[src/rtl/wesd_pkg.sv]
// Package for the windowed energy silence detector.
// Shared widths, register codes, reset values and the structs passed between modules.
// No dependencies.
package wesd_pkg;

   localparam int SAMPLE_BITS = 16;
   localparam int SUM_W = SAMPLE_BITS + 1;
   localparam int SQ_W = 2 * SAMPLE_BITS + 1;
   localparam int ENERGY_W = 48;
   localparam int FILL_W = 16;
   localparam int MIN_W = 32;
   localparam int OUT_W = 32;
   localparam int FRAME_BITS_DEFAULT = 32;
   localparam int QUEUE_DEPTH_DEFAULT = 4;
   localparam int CSR_ADDR_W = 2;
   localparam int CSR_DATA_W = 48;

   localparam logic              STEREO_MODE_RESET = 1'b1;
   localparam logic [FILL_W-1:0] WINDOW_LEN_RESET = 16'd4800;
   localparam logic [ENERGY_W-1:0] ENERGY_THRESHOLD_RESET = 48'd2061584302;
   localparam logic [MIN_W-1:0]  MIN_SILENCE_RESET = 32'd24000;

   typedef enum logic [CSR_ADDR_W-1:0] {
      CSR_STEREO_MODE      = 2'd0,
      CSR_WINDOW_LEN       = 2'd1,
      CSR_ENERGY_THRESHOLD = 2'd2,
      CSR_MIN_SILENCE      = 2'd3
   } csr_index_type;

   typedef struct packed {
      logic                stereo_mode;
      logic [FILL_W-1:0]   window_len;
      logic [ENERGY_W-1:0] energy_threshold;
      logic [MIN_W-1:0]    min_silence_frames;
   } wesd_cfg_type;

   // one queued frame: channel sum (half-LSB units) and end-of-clip mark
   typedef struct packed {
      logic signed [SUM_W-1:0] chan_sum;
      logic                    last_frame;
   } wesd_entry_type;

   typedef struct packed {
      logic sq_valid;
      logic update_fire;
      logic out_stall;
   } wesd_back_status_type;

endpackage

[src/rtl/wesd_front.sv]
// Front end: accepts frames and forms the channel sum into a holding register.
// Depends on wesd_pkg.
module wesd_front (
   input  logic                                  clock,
   input  logic                                  reset,
   input  logic                                  stereo_mode,
   input  logic                                  in_valid,
   output logic                                  in_ready,
   input  logic signed [wesd_pkg::SAMPLE_BITS-1:0] left_sample,
   input  logic signed [wesd_pkg::SAMPLE_BITS-1:0] right_sample,
   input  logic                                  last_frame,
   output logic                                  push_valid,
   input  logic                                  push_ready,
   output wesd_pkg::wesd_entry_type              push_entry
);
   import wesd_pkg::*;

   logic                    valid_ff, valid_in;
   wesd_entry_type          entry_ff, entry_in;
   logic signed [SUM_W-1:0] left_ext, right_ext;

   assign left_ext  = $signed({left_sample[SAMPLE_BITS-1], left_sample});
   assign right_ext = $signed({right_sample[SAMPLE_BITS-1], right_sample});

   assign in_ready = !valid_ff || push_ready;

   always_comb begin
      valid_in = valid_ff;
      entry_in = entry_ff;
      if (push_ready) begin
         valid_in = 1'b0;
      end
      if (in_valid && in_ready) begin
         valid_in = 1'b1;
         entry_in.chan_sum   = stereo_mode ? (left_ext + right_ext) : (left_ext + left_ext);
         entry_in.last_frame = last_frame;
      end
   end

   always_ff @(posedge clock) begin
      if (reset) begin
         valid_ff <= 1'b0;
      end else begin
         valid_ff <= valid_in;
      end
      entry_ff <= entry_in;
   end

   assign push_valid = valid_ff;
   assign push_entry = entry_ff;

endmodule

[src/rtl/wesd_queue.sv]
// Short frame queue between front and back end, register based.
// Depends on wesd_pkg.
module wesd_queue #(
   parameter int DEPTH = wesd_pkg::QUEUE_DEPTH_DEFAULT
) (
   input  logic                          clock,
   input  logic                          reset,
   input  logic                          push_valid,
   output logic                          push_ready,
   input  wesd_pkg::wesd_entry_type      push_entry,
   output logic                          pop_valid,
   input  logic                          pop_ready,
   output wesd_pkg::wesd_entry_type      pop_entry,
   output logic [$clog2(DEPTH+1)-1:0]    level
);
   import wesd_pkg::*;

   localparam int PTR_W = (DEPTH > 1) ? $clog2(DEPTH) : 1;
   localparam int CNT_W = $clog2(DEPTH + 1);

   wesd_entry_type   slot_ff [DEPTH];
   logic [PTR_W-1:0] wr_ptr_ff, wr_ptr_in, rd_ptr_ff, rd_ptr_in;
   logic [CNT_W-1:0] count_ff, count_in;
   logic             do_push, do_pop;

   assign push_ready = (count_ff != CNT_W'(DEPTH));
   assign pop_valid  = (count_ff != '0);
   assign do_push    = push_valid && push_ready;
   assign do_pop     = pop_valid && pop_ready;
   assign pop_entry  = slot_ff[rd_ptr_ff];
   assign level      = count_ff;

   always_comb begin
      wr_ptr_in = wr_ptr_ff;
      rd_ptr_in = rd_ptr_ff;
      count_in  = count_ff;
      if (do_push) begin
         wr_ptr_in = (wr_ptr_ff == PTR_W'(DEPTH - 1)) ? '0 : wr_ptr_ff + PTR_W'(1);
      end
      if (do_pop) begin
         rd_ptr_in = (rd_ptr_ff == PTR_W'(DEPTH - 1)) ? '0 : rd_ptr_ff + PTR_W'(1);
      end
      if (do_push && !do_pop) begin
         count_in = count_ff + CNT_W'(1);
      end else if (do_pop && !do_push) begin
         count_in = count_ff - CNT_W'(1);
      end
   end

   always_ff @(posedge clock) begin
      if (reset) begin
         wr_ptr_ff <= '0;
         rd_ptr_ff <= '0;
         count_ff  <= '0;
      end else begin
         wr_ptr_ff <= wr_ptr_in;
         rd_ptr_ff <= rd_ptr_in;
         count_ff  <= count_in;
      end
      if (do_push) begin
         slot_ff[wr_ptr_ff] <= push_entry;
      end
   end

endmodule

[src/rtl/wesd_back.sv]
// Back end: squares the channel sum, accumulates window energy, tracks silent runs
// and holds the result in an output register. Depends on wesd_pkg.
module wesd_back #(
   parameter int FRAME_BITS = wesd_pkg::FRAME_BITS_DEFAULT
) (
   input  logic                              clock,
   input  logic                              reset,
   input  wesd_pkg::wesd_cfg_type            cfg,
   input  logic                              pop_valid,
   output logic                              pop_ready,
   input  wesd_pkg::wesd_entry_type          pop_entry,
   output logic                              out_valid,
   input  logic                              out_ready,
   output logic [wesd_pkg::OUT_W-1:0]        seg_start,
   output logic [wesd_pkg::OUT_W-1:0]        seg_end,
   output logic                              at_clip_end,
   output wesd_pkg::wesd_back_status_type    status
);
   import wesd_pkg::*;

   localparam int CMP_W = (FRAME_BITS > MIN_W) ? FRAME_BITS : MIN_W;

   function automatic logic [OUT_W-1:0] to_out(input logic [FRAME_BITS-1:0] v);
      logic [CMP_W-1:0] w;
      w = CMP_W'(v);
      return w[OUT_W-1:0];
   endfunction

   // square stage
   logic [SUM_W-1:0]   mag;
   logic [2*SUM_W-1:0] prod;
   logic               sq_valid_ff, sq_valid_in;
   logic [SQ_W-1:0]    sq_ff;
   logic               sq_last_ff;
   logic               fire;

   // detector state
   logic [ENERGY_W-1:0]   energy_ff, energy_in;
   logic [FILL_W-1:0]     fill_ff, fill_in;
   logic [FRAME_BITS-1:0] frame_ff, frame_in;
   logic [FRAME_BITS-1:0] wstart_ff, wstart_in;
   logic                  insil_ff, insil_in;
   logic [FRAME_BITS-1:0] rstart_ff, rstart_in;

   logic [ENERGY_W:0]     energy_sum;
   logic [ENERGY_W-1:0]   energy_acc;
   logic [FILL_W-1:0]     fill_inc;
   logic                  win_close, silent;
   logic [FRAME_BITS-1:0] frame_inc, loud_len, trail_len;

   // output register
   logic                  out_valid_ff, out_valid_in;
   logic [OUT_W-1:0]      seg_start_ff, seg_start_in, seg_end_ff, seg_end_in;
   logic                  at_end_ff, at_end_in;
   logic                  emit;

   assign mag  = pop_entry.chan_sum[SUM_W-1] ? $unsigned(-pop_entry.chan_sum)
                                              : $unsigned(pop_entry.chan_sum);
   assign prod = (2*SUM_W)'(mag) * (2*SUM_W)'(mag);

   assign fire      = sq_valid_ff && (!out_valid_ff || out_ready);
   assign pop_ready = !sq_valid_ff || fire;

   always_comb begin
      sq_valid_in = sq_valid_ff;
      if (fire) begin
         sq_valid_in = 1'b0;
      end
      if (pop_valid && pop_ready) begin
         sq_valid_in = 1'b1;
      end
   end

   // saturating accumulate, window close and threshold test
   assign energy_sum = {1'b0, energy_ff} + (ENERGY_W + 1)'(sq_ff);
   assign energy_acc = energy_sum[ENERGY_W] ? '1 : energy_sum[ENERGY_W-1:0];
   assign fill_inc   = fill_ff + FILL_W'(1);
   assign win_close  = (fill_inc >= cfg.window_len);
   assign silent     = (energy_acc < cfg.energy_threshold);
   assign frame_inc  = frame_ff + FRAME_BITS'(1);
   assign loud_len   = wstart_ff - rstart_ff;

   always_comb begin
      energy_in    = energy_ff;
      fill_in      = fill_ff;
      frame_in     = frame_ff;
      wstart_in    = wstart_ff;
      insil_in     = insil_ff;
      rstart_in    = rstart_ff;
      emit         = 1'b0;
      seg_start_in = seg_start_ff;
      seg_end_in   = seg_end_ff;
      at_end_in    = at_end_ff;
      trail_len    = frame_inc - rstart_ff;
      if (fire) begin
         if (win_close) begin
            if (silent) begin
               if (!insil_ff) begin
                  insil_in  = 1'b1;
                  rstart_in = wstart_ff;
               end
            end else if (insil_ff) begin
               if (CMP_W'(loud_len) >= CMP_W'(cfg.min_silence_frames)) begin
                  emit         = 1'b1;
                  seg_start_in = to_out(rstart_ff);
                  seg_end_in   = to_out(wstart_ff);
                  at_end_in    = 1'b0;
               end
               insil_in = 1'b0;
            end
            energy_in = '0;
            fill_in   = '0;
            wstart_in = frame_inc;
         end else begin
            energy_in = energy_acc;
            fill_in   = fill_inc;
         end
         frame_in  = frame_inc;
         trail_len = frame_inc - rstart_in;
         // end of clip: flush a trailing run, then clear the detector state
         if (sq_last_ff) begin
            if (insil_in && (CMP_W'(trail_len) >= CMP_W'(cfg.min_silence_frames))) begin
               emit         = 1'b1;
               seg_start_in = to_out(rstart_in);
               seg_end_in   = to_out(frame_inc);
               at_end_in    = 1'b1;
            end
            energy_in = '0;
            fill_in   = '0;
            frame_in  = '0;
            wstart_in = '0;
            insil_in  = 1'b0;
            rstart_in = '0;
         end
      end
   end

   always_comb begin
      out_valid_in = out_valid_ff;
      if (fire) begin
         out_valid_in = emit;
      end else if (out_ready) begin
         out_valid_in = 1'b0;
      end
   end

   always_ff @(posedge clock) begin
      if (reset) begin
         sq_valid_ff  <= 1'b0;
         energy_ff    <= '0;
         fill_ff      <= '0;
         frame_ff     <= '0;
         wstart_ff    <= '0;
         insil_ff     <= 1'b0;
         rstart_ff    <= '0;
         out_valid_ff <= 1'b0;
      end else begin
         sq_valid_ff  <= sq_valid_in;
         energy_ff    <= energy_in;
         fill_ff      <= fill_in;
         frame_ff     <= frame_in;
         wstart_ff    <= wstart_in;
         insil_ff     <= insil_in;
         rstart_ff    <= rstart_in;
         out_valid_ff <= out_valid_in;
      end
      if (pop_valid && pop_ready) begin
         sq_ff      <= prod[SQ_W-1:0];
         sq_last_ff <= pop_entry.last_frame;
      end
      seg_start_ff <= seg_start_in;
      seg_end_ff   <= seg_end_in;
      at_end_ff    <= at_end_in;
   end

   assign out_valid   = out_valid_ff;
   assign seg_start   = seg_start_ff;
   assign seg_end     = seg_end_ff;
   assign at_clip_end = at_end_ff;
   assign status      = '{sq_valid: sq_valid_ff, update_fire: fire,
                          out_stall: out_valid_ff && !out_ready};

endmodule

[src/rtl/windowed_energy_silence_detector_core.sv]
// Top level of the windowed energy silence detector: register file and the
// front end, frame queue and back end. Depends on wesd_pkg, wesd_front,
// wesd_queue and wesd_back.
//
// Use:
//   req_* stream: one PCM frame per transaction. tdata holds left_sample
//   (bits 15:0) and right_sample (bits 31:16), tlast marks the last frame
//   of a clip and flushes a trailing silent run.
//   rsp_* stream: one transaction per reported silent run. tdata holds
//   seg_start (31:0) and seg_end (63:32); tuser is at_clip_end.
//   csr_*: write-only registers, taken on any edge with csr_we high. Write
//   them only while no frame is in flight.
// Path: an accepted frame passes the front register, a queue slot and the square
// register before the detector state takes it; a run it closes shows on
// rsp_tvalid from the edge at which the detector state takes that frame.
// Throughput: one frame per cycle while the receiver takes each report; the
// saturating accumulate and threshold compare in the back end are combinational.
// Reset (synchronous, active high) restores register defaults, clears the
// detector state and empties the pipeline; no clearing sweep is needed.
// Receiver stall: the result stays in the output register, the back end
// holds, the queue fills, and req_tready drops once it and the front
// register are full.
module windowed_energy_silence_detector_core #(
   parameter int FRAME_BITS  = wesd_pkg::FRAME_BITS_DEFAULT,
   parameter int QUEUE_DEPTH = wesd_pkg::QUEUE_DEPTH_DEFAULT
) (
   input  logic                            clock,
   input  logic                            reset,
   // configuration write port
   input  logic                            csr_we,
   input  logic [wesd_pkg::CSR_ADDR_W-1:0] csr_addr,
   input  logic [wesd_pkg::CSR_DATA_W-1:0] csr_wdata,
   // frame stream
   input  logic                            req_tvalid,
   output logic                            req_tready,
   input  logic [2*wesd_pkg::SAMPLE_BITS-1:0] req_tdata, // left_sample, right_sample
   input  logic                            req_tlast,    // last_frame
   // run report stream
   output logic                            rsp_tvalid,
   input  logic                            rsp_tready,
   output logic [2*wesd_pkg::OUT_W-1:0]    rsp_tdata,    // seg_start, seg_end
   output logic                            rsp_tuser     // at_clip_end
);
   import wesd_pkg::*;

   wesd_cfg_type         cfg_ff, cfg_in;
   logic                 push_valid, push_ready, pop_valid, pop_ready;
   wesd_entry_type       push_entry, pop_entry;
   logic [$clog2(QUEUE_DEPTH+1)-1:0] queue_level;
   wesd_back_status_type back_status;
   logic [OUT_W-1:0]     seg_start, seg_end;

   // register file
   always_comb begin
      cfg_in = cfg_ff;
      if (csr_we) begin
         unique case (csr_index_type'(csr_addr))
            CSR_STEREO_MODE:      cfg_in.stereo_mode        = csr_wdata[0];
            CSR_WINDOW_LEN:       cfg_in.window_len         = csr_wdata[FILL_W-1:0];
            CSR_ENERGY_THRESHOLD: cfg_in.energy_threshold   = csr_wdata[ENERGY_W-1:0];
            CSR_MIN_SILENCE:      cfg_in.min_silence_frames = csr_wdata[MIN_W-1:0];
         endcase
      end
   end

   always_ff @(posedge clock) begin
      if (reset) begin
         cfg_ff <= '{stereo_mode: STEREO_MODE_RESET, window_len: WINDOW_LEN_RESET,
                     energy_threshold: ENERGY_THRESHOLD_RESET,
                     min_silence_frames: MIN_SILENCE_RESET};
      end else begin
         cfg_ff <= cfg_in;
      end
   end

   wesd_front u_front (
      .clock        (clock),
      .reset        (reset),
      .stereo_mode  (cfg_ff.stereo_mode),
      .in_valid     (req_tvalid),
      .in_ready     (req_tready),
      .left_sample  ($signed(req_tdata[SAMPLE_BITS-1:0])),
      .right_sample ($signed(req_tdata[2*SAMPLE_BITS-1:SAMPLE_BITS])),
      .last_frame   (req_tlast),
      .push_valid   (push_valid),
      .push_ready   (push_ready),
      .push_entry   (push_entry)
   );

   wesd_queue #(.DEPTH(QUEUE_DEPTH)) u_queue (
      .clock      (clock),
      .reset      (reset),
      .push_valid (push_valid),
      .push_ready (push_ready),
      .push_entry (push_entry),
      .pop_valid  (pop_valid),
      .pop_ready  (pop_ready),
      .pop_entry  (pop_entry),
      .level      (queue_level)
   );

   wesd_back #(.FRAME_BITS(FRAME_BITS)) u_back (
      .clock       (clock),
      .reset       (reset),
      .cfg         (cfg_ff),
      .pop_valid   (pop_valid),
      .pop_ready   (pop_ready),
      .pop_entry   (pop_entry),
      .out_valid   (rsp_tvalid),
      .out_ready   (rsp_tready),
      .seg_start   (seg_start),
      .seg_end     (seg_end),
      .at_clip_end (rsp_tuser),
      .status      (back_status)
   );

   assign rsp_tdata = {seg_end, seg_start};

   // checks
   a_reset_clears_output: assert property (@(posedge clock) disable iff (reset)
      $past(reset) |-> !rsp_tvalid && (queue_level == '0))
      else $error("pipeline not empty after reset");

   a_queue_bound: assert property (@(posedge clock) disable iff (reset)
      queue_level <= ($clog2(QUEUE_DEPTH+1))'(QUEUE_DEPTH))
      else $error("queue level beyond depth");

   a_square_holds: assert property (@(posedge clock) disable iff (reset)
      back_status.sq_valid && !back_status.update_fire |=> back_status.sq_valid)
      else $error("squared frame lost while back end stalled");

   a_no_update_on_stall: assert property (@(posedge clock) disable iff (reset)
      back_status.out_stall |-> !back_status.update_fire)
      else $error("detector advanced while result still pending");

endmodule

[config.mk]
export PLATFORM = sky130hd
export DESIGN_NAME = windowed_energy_silence_detector_core
export DESIGN_NICKNAME = d
export VERILOG_FILES = /design/src/rtl/wesd_pkg.sv /design/src/rtl/wesd_front.sv /design/src/rtl/wesd_queue.sv /design/src/rtl/wesd_back.sv /design/src/rtl/windowed_energy_silence_detector_core.sv
export SDC_FILE = /design/constraint.sdc
export NUM_CORES = 2
export LEC_CHECK = 0
export BUFFER_PORTS_ARGS = -buffer_cell sky130_fd_sc_hd__buf_2
export CAP_MARGIN = 20
export CORE_MARGIN = 1.5
export CORE_UTILIZATION = 45
export CTS_CLUSTER_SIZE = 24
export DETAILED_ROUTE_END_ITERATION = 8
export PLACE_DENSITY = 0.59
export SYNTH_ARGS = -nofsm -noshare
export SYNTH_HDL_FRONTEND = slang
export SYNTH_SLANG_ARGS = --single-unit
[constraint.sdc]
create_clock -name clock -period 16.1 [get_ports clock]
set_input_delay 2.415 -clock clock [delete_from_list [all_inputs] [get_ports clock]]
set_output_delay 2.415 -clock clock [all_outputs]
set_load 0.1 [all_outputs]
* Word level (Yosys, flattened, before mapping) *
Memory sizes are Yosys's and may differ from the RTL's. A register that Yosys moved wholly into a read port is not among the register bits.
Index checks and enable logic that the tools add are counted.

cells by class
  add/sub/neg operators = 12
  $mul = 1
  $lt $le $gt $ge = 4
  equal/unequal tests = 6
  multiplexer cells = 57
  reductions and logical operators = 27

operators with widths
  kind                                           count
  two-way mux 32 bit                             20
  two-way mux 48 bit                             3
  >= comparator 32 bit                           2
  subtractor 32 bit                              2
  adder 48 x 33 -> 49 bit                        1
  less-than comparator 48 bit                    1
  adder 16 x 16 -> 17 bit                        2
  two-way mux 17 bit                             2
  multiplier 17 x 17 -> 33 bit                   1
  adder 32 x 1 -> 32 bit, second input constant  1
  two-way mux 16 bit                             2
  two-way mux 1 bit                              24
  negation 17 bit                                1
  adder 16 x 1 -> 16 bit, second input constant  1
  >= comparator 16 bit                           1
  AND reduction 2 bit                            5
  nonzero test 2 bit                             5
  equality test 2 bit, second input constant     4
  two-way mux 2 bit                              4
  logical AND 1 bit                              7
  two-way mux 3 bit                              2
  logical NOT 1 bit                              5
  adder 2 x 1 -> 2 bit, second input constant    2
  adder 3 x 1 -> 3 bit, second input constant    1
  other kinds (6)                                8

storage, ports and cells
  register bits after elaboration = 385
  bits in writable memories = 72
  memories kept = 1

memories
  memory           depth  width  read ports  clocked after Yosys merged registers in  wr ports  line              RTL
  u_queue.slot_ff  4      18     1           1                                        1         wesd_queue.sv:21  wesd_entry_type slot_ff [DEPTH];

* Longest topological paths before layout *
  word-level depth = 12
  mapped depth = 58

* Modules after synthesis *
Synthesis repeated with hierarchy kept, for this count alone.

unflattened totals
  cells, all modules = 3939
  area, all modules = 36177.2 µm²

modules (own cells, without submodules)
  module                                 times used  cells each  area each (µm²)  seq. area each (µm²)
  wesd_back                              1           3240        27442.6          6206.0
  windowed_energy_silence_detector_core  1           395         4035.1           1941.9
  wesd_queue                             1           142         3075.4           2342.2
  wesd_front                             1           162         1624.1           560.5

* Worst setup path before layout *
OpenSTA, ideal clock, no wires.

  kind = register to register
  start point = reg u_back.sq_ff[2]
  end point = reg u_back.seg_end_ff[12] (netlist: u_back.seg_end[12]) (data pin)
  setup time = 0.270 ns
  data arrival time = 10.460 ns
  slack = 5.370 ns
  cell stages (with the launch flop) = 55
  path buffers = 5
  period minus slack after synthesis = 10.730 ns
  cell sequence = edfxtp_1 -> ha_1 -> a31oi_1 -> o21bai_1 -> a21oi_1 -> nor2b_1 -> o21a_1 -> o41ai_1 -> o21ai_0 -> o41ai_1 -> o2111ai_1 -> nand3_1 -> a21o_1 -> a31oi_1 -> and3_1 -> nor2_1 -> a31oi_1 -> ha_1 -> (+19 left out) -> a21oi_1 -> xnor2_1 -> ha_1 -> a21oi_1 -> nor2b_1 -> o21ai_0 -> nand2b_1 -> a21oi_1 -> nor2b_1 -> o21ai_0 -> nand2b_1 -> a221oi_1 -> o31a_1 -> or2_2 -> clkbuf_1 -> buf_2 -> clkbuf_1 -> a21oi_1

on the way
  word-level cells in the longest chain between the ends = 11
  elaborated cells on any way between the ends = 16

RTL lines
  what                             line              RTL
  start, declared                  wesd_back.sv:33   logic [SQ_W-1:0] sq_ff;
  start signal, assigned           wesd_back.sv:168  sq_ff <= prod[SQ_W-1:0];
  adder 48 x 33 -> 49 bit (*)      wesd_back.sv:75   assign energy_sum = {1'b0, energy_ff} + (ENERGY_W + 1)'(sq_ff);
  two-way mux 48 bit (*)           wesd_back.sv:76   assign energy_acc = energy_sum[ENERGY_W] ? '1 : energy_sum[ENERGY_W-1:0];
  less-than comparator 48 bit (*)  wesd_back.sv:79   assign silent = (energy_acc < cfg.energy_threshold);
  two-way mux 32 bit               wesd_back.sv:97   if (silent) begin
  two-way mux 32 bit               wesd_back.sv:96   if (win_close) begin
  two-way mux 32 bit               wesd_back.sv:95   if (fire) begin
  subtractor 32 bit                wesd_back.sv:119  trail_len = frame_inc - rstart_in;
  >= comparator 32 bit             wesd_back.sv:122  if (insil_in && (CMP_W'(trail_len) >= CMP_W'(cfg.min_silence_frames))) begin
  logical AND 1 bit                wesd_back.sv:122
  two-way mux 32 bit               wesd_back.sv:122
  two-way mux 32 bit (*)           wesd_back.sv:121  if (sq_last_ff) begin
  end signal, assigned             wesd_back.sv:172  seg_end_ff <= seg_end_in;
  end, declared                    wesd_back.sv:53   logic [OUT_W-1:0] seg_start_ff, seg_start_in, seg_end_ff, seg_end_in;

Every way passes the cells marked *; elsewhere a longest branch is shown, timed or not. The select of a mux whose other input is x is not followed.
A chain may end at the register's enable or synchronous reset.

* Worst setup path after layout *
  start point = reg u_back.sq_ff[2]
  end point = reg u_back.seg_end_ff[4] (netlist: u_back.seg_end[4]) (data pin)

Same word-level chain as after synthesis.

==> results.cfg <==
[outcome]
status = complete, no violations

[setup_path]
arrival_ns = 13.59
critPathKind = reg2reg
critPathCaptureType = flop
cp_top_family = compound AO/OA/AOI/OAI gates
cp_num_buf_inv = 2
critPathRequiredTime_ns = 16.47
startpoint_type = flop
cp_common_cell = o21ai_0
critPathMaxStageDelay_ns = 0.63
cp_max_fo = 20
cp_slowest_cell = nand3_1

[drt]
postRouteAntennaNets = 0
wl_per_cell_microns = 18.1
wl_microns = 92700
dr.pass1.iters = 5
vias_per_cell = 5.42
drt_iter0_drc = 1972
drc = 0
num_vias = 27700

[yosys]
synth_fa_ha_area_frac = 0.233
synthesis.area_sq_um = 35400
ys_top_cells_by_count = inv_1, nor2_1, nand2_1
synth_top_family_by_area = adder cells
synthCells = 3926
synth.area.mux_share = 0.0409
netlist.area_leader.share = 0.160
synthTopCellsByArea = edfxtp_1, dfxtp_1, ha_1, fa_1, inv_1
ys_ff_latch = 458
synth_cell_types = 83
syn_area_per_cell_sq_um = 9.01
synth-edff-count = 188
post-synth-top-count-cell = inv_1
async_flop_share = 0
yosysSeqAreaShare = 0.312
synth_xor_area_frac = 0.0492
yosys_warnings = 0
ys.flop_type = dfxtp_1
yosysTopAreaCell = edfxtp_1
synthSimpleGateAreaFrac = 0.152
synth_compound_area_frac = 0.150

[clocking]
cts_resized = 0
cts_made_buffers = 52
clock_latency_ns = 0.62
cts_setup_buffers = 0
clk_pin_slew_worst_paths_ns = 0.06
cts_hold_buffers = 0
root_buffer = clkbuf_16
clock_path_buffers = 3
cts-htree-levels = 2
cts_num_sinks = 458
tritoncts = built

[floorplanning]
core_area_sq_um = 77600
die_height_microns = 283
start_util = 0.456
rows = 102
dieArea_sq_um = 80300
die_w_microns = 283
io_pins = 155

[sta]
maxSlewViolCount = 0
post-route-period-util = 0.821
worst_slack_ns = 2.88
setup_tns_ns = 0
worst_slew_pin_slew_ns = 1.07
fmax_mhz = 75.6
rsz0062_at_grt = false
slew_headroom = 0.278
finalHoldViolCount = 0
skew_ns = 0.0345
finalSetupViolCount = 0
post-route-min-period_ns = 13.22

[place]
dp_hpwl_microns = 69700
io_buffers = 154
finalWeightedCongestion = 0.892
dp_cells = 5010
pre_cts_ws_ns = 3.09

[global_route]
grt_pass1_vias = 27300
grt-ovfl-total = 0
grt_max_degree = 107
grt_pass1_wl_microns = 150000
grt_use_total = 0.230
antenna_found_initial = 2

[cells_and_area]
diodes = 0
drive_above_1_share = 0.0887
instances_no_fill = 5109
layout-area-overhead-vs-synth_pct = 10.2
multi_input_area_sq_um = 22200
regArea_sq_um = 11100
fin_nets = 4650
fillers = 7430

[worst_hold_path]
hold_path.class = reg2reg

[run]
cap_viol_max_count = 0
## metrics by stage
step,util,instance area (sq um),hold slack (ns)
after floorplan,-,35400,0.432
after global placement,0.479,37200,0.443
after detailed placement,0.479,37200,0.448
after CTS,0.502,38900,0.455
after global routing,0.502,39000,0.472
final,0.502,39000,0.453
## cell usage in the layout, fill, tap and decap left out, drive strengths merged, types with 22 or more instances in the layout
cell type	instances
inv	434
nor2	411
nand2	378
ha	342
a21oi	293
dfxtp	270
fa	195
edfxtp	188
buf	187
o21ai	151
xnor2	122
a22oi	108
mux2i	85
nor3	79
xor2	75
clkbuf	72
nand3	67
a21o	55
and3	52
nand2b	33
a31oi	27
o21a	26
nor2b	25
nand4	24
or3	23
and2	23
clkinv	23
nand3b	22
## layer usage
layer / wire length, microns / share of wire / global-route usage / vias to the layer above
met5: 0 / 0 / 0 / -
met4: 1910 / 0.021 / 0.0547 / 0
met3: 4710 / 0.051 / 0.0262 / 105
met2: 41400 / 0.45 / 0.370 / 678
met1: 44600 / 0.48 / 0.332 / 13200
li1: - / - / - / 13700
## flip-flops by register name (all words and copies together), names as in the netlist, named ones only
name and count:
cfg_ff 97, u_queue.slot_ff 72, u_back.energy_ff 48, u_back.frame_ff 32, u_back.rstart_ff 32, u_back.seg_end 32
u_back.seg_start 32, u_back.sq_ff 32, u_back.wstart_ff 32, u_front.push_entry 18, u_back.fill_ff 16, u_queue.level 3
u_queue.rd_ptr_ff 2, u_queue.wr_ptr_ff 2, u_back.at_clip_end 1, u_back.insil_ff 1, u_back.out_valid 1, u_back.sq_last_ff 1
u_back.sq_valid_ff 1, u_front.push_valid 1
## worst register-to-register path, delay by kind of cell, from the launching register on
family / cells / cell delay (ns)
fa+ha+maj: 6 / 1.58
simple gates: 12 / 2.62
buf+inv: 2 / 0.43
flops: 1 / 0.37
compound gates: 30 / 7.36
xor+xnor: 1 / 0.15
mux: 2 / 0.51
## final cells by class
cell class | count | share of cell area
multi-input combinational | 2888 | 0.569
sequential | 458 | 0.284
clock inverter | 27 | 0.00600
inverter | 437 | 0.0422
timing repair buffer | 188 | 0.0272
tap | 1040 | 0.0334
clock buffer | 71 | 0.0387
## cells by family after synthesis
| family | after synthesis |
|---|---|
| xor gates and xnor gates | 197 |
| muxes | 121 |
| other | 2 |
| and+or+nand+nor | 1188 |
| AOI/OAI and AO/OA | 830 |
| DFF | 458 |
| adders and majority gates | 541 |
| buffers and inverters | 589 |
## path summary, 6_finish.rpt
kind	startpoint	endpoint	slack [ns]	depth (start not counted)
max reg2reg	u_back.sq_ff[2]	u_back.seg_end[4]	2.88	53
min	cfg_ff[50]	cfg_ff[50]	0.45	2
max	u_back.sq_ff[2]	u_back.seg_end[4]	2.88	53
min reg2reg	cfg_ff[50]	cfg_ff[50]	0.45	2
Power is left out: the tool's default activity adds up to more than one toggle a clock period on the data nets, which glitch-free logic cannot reach.
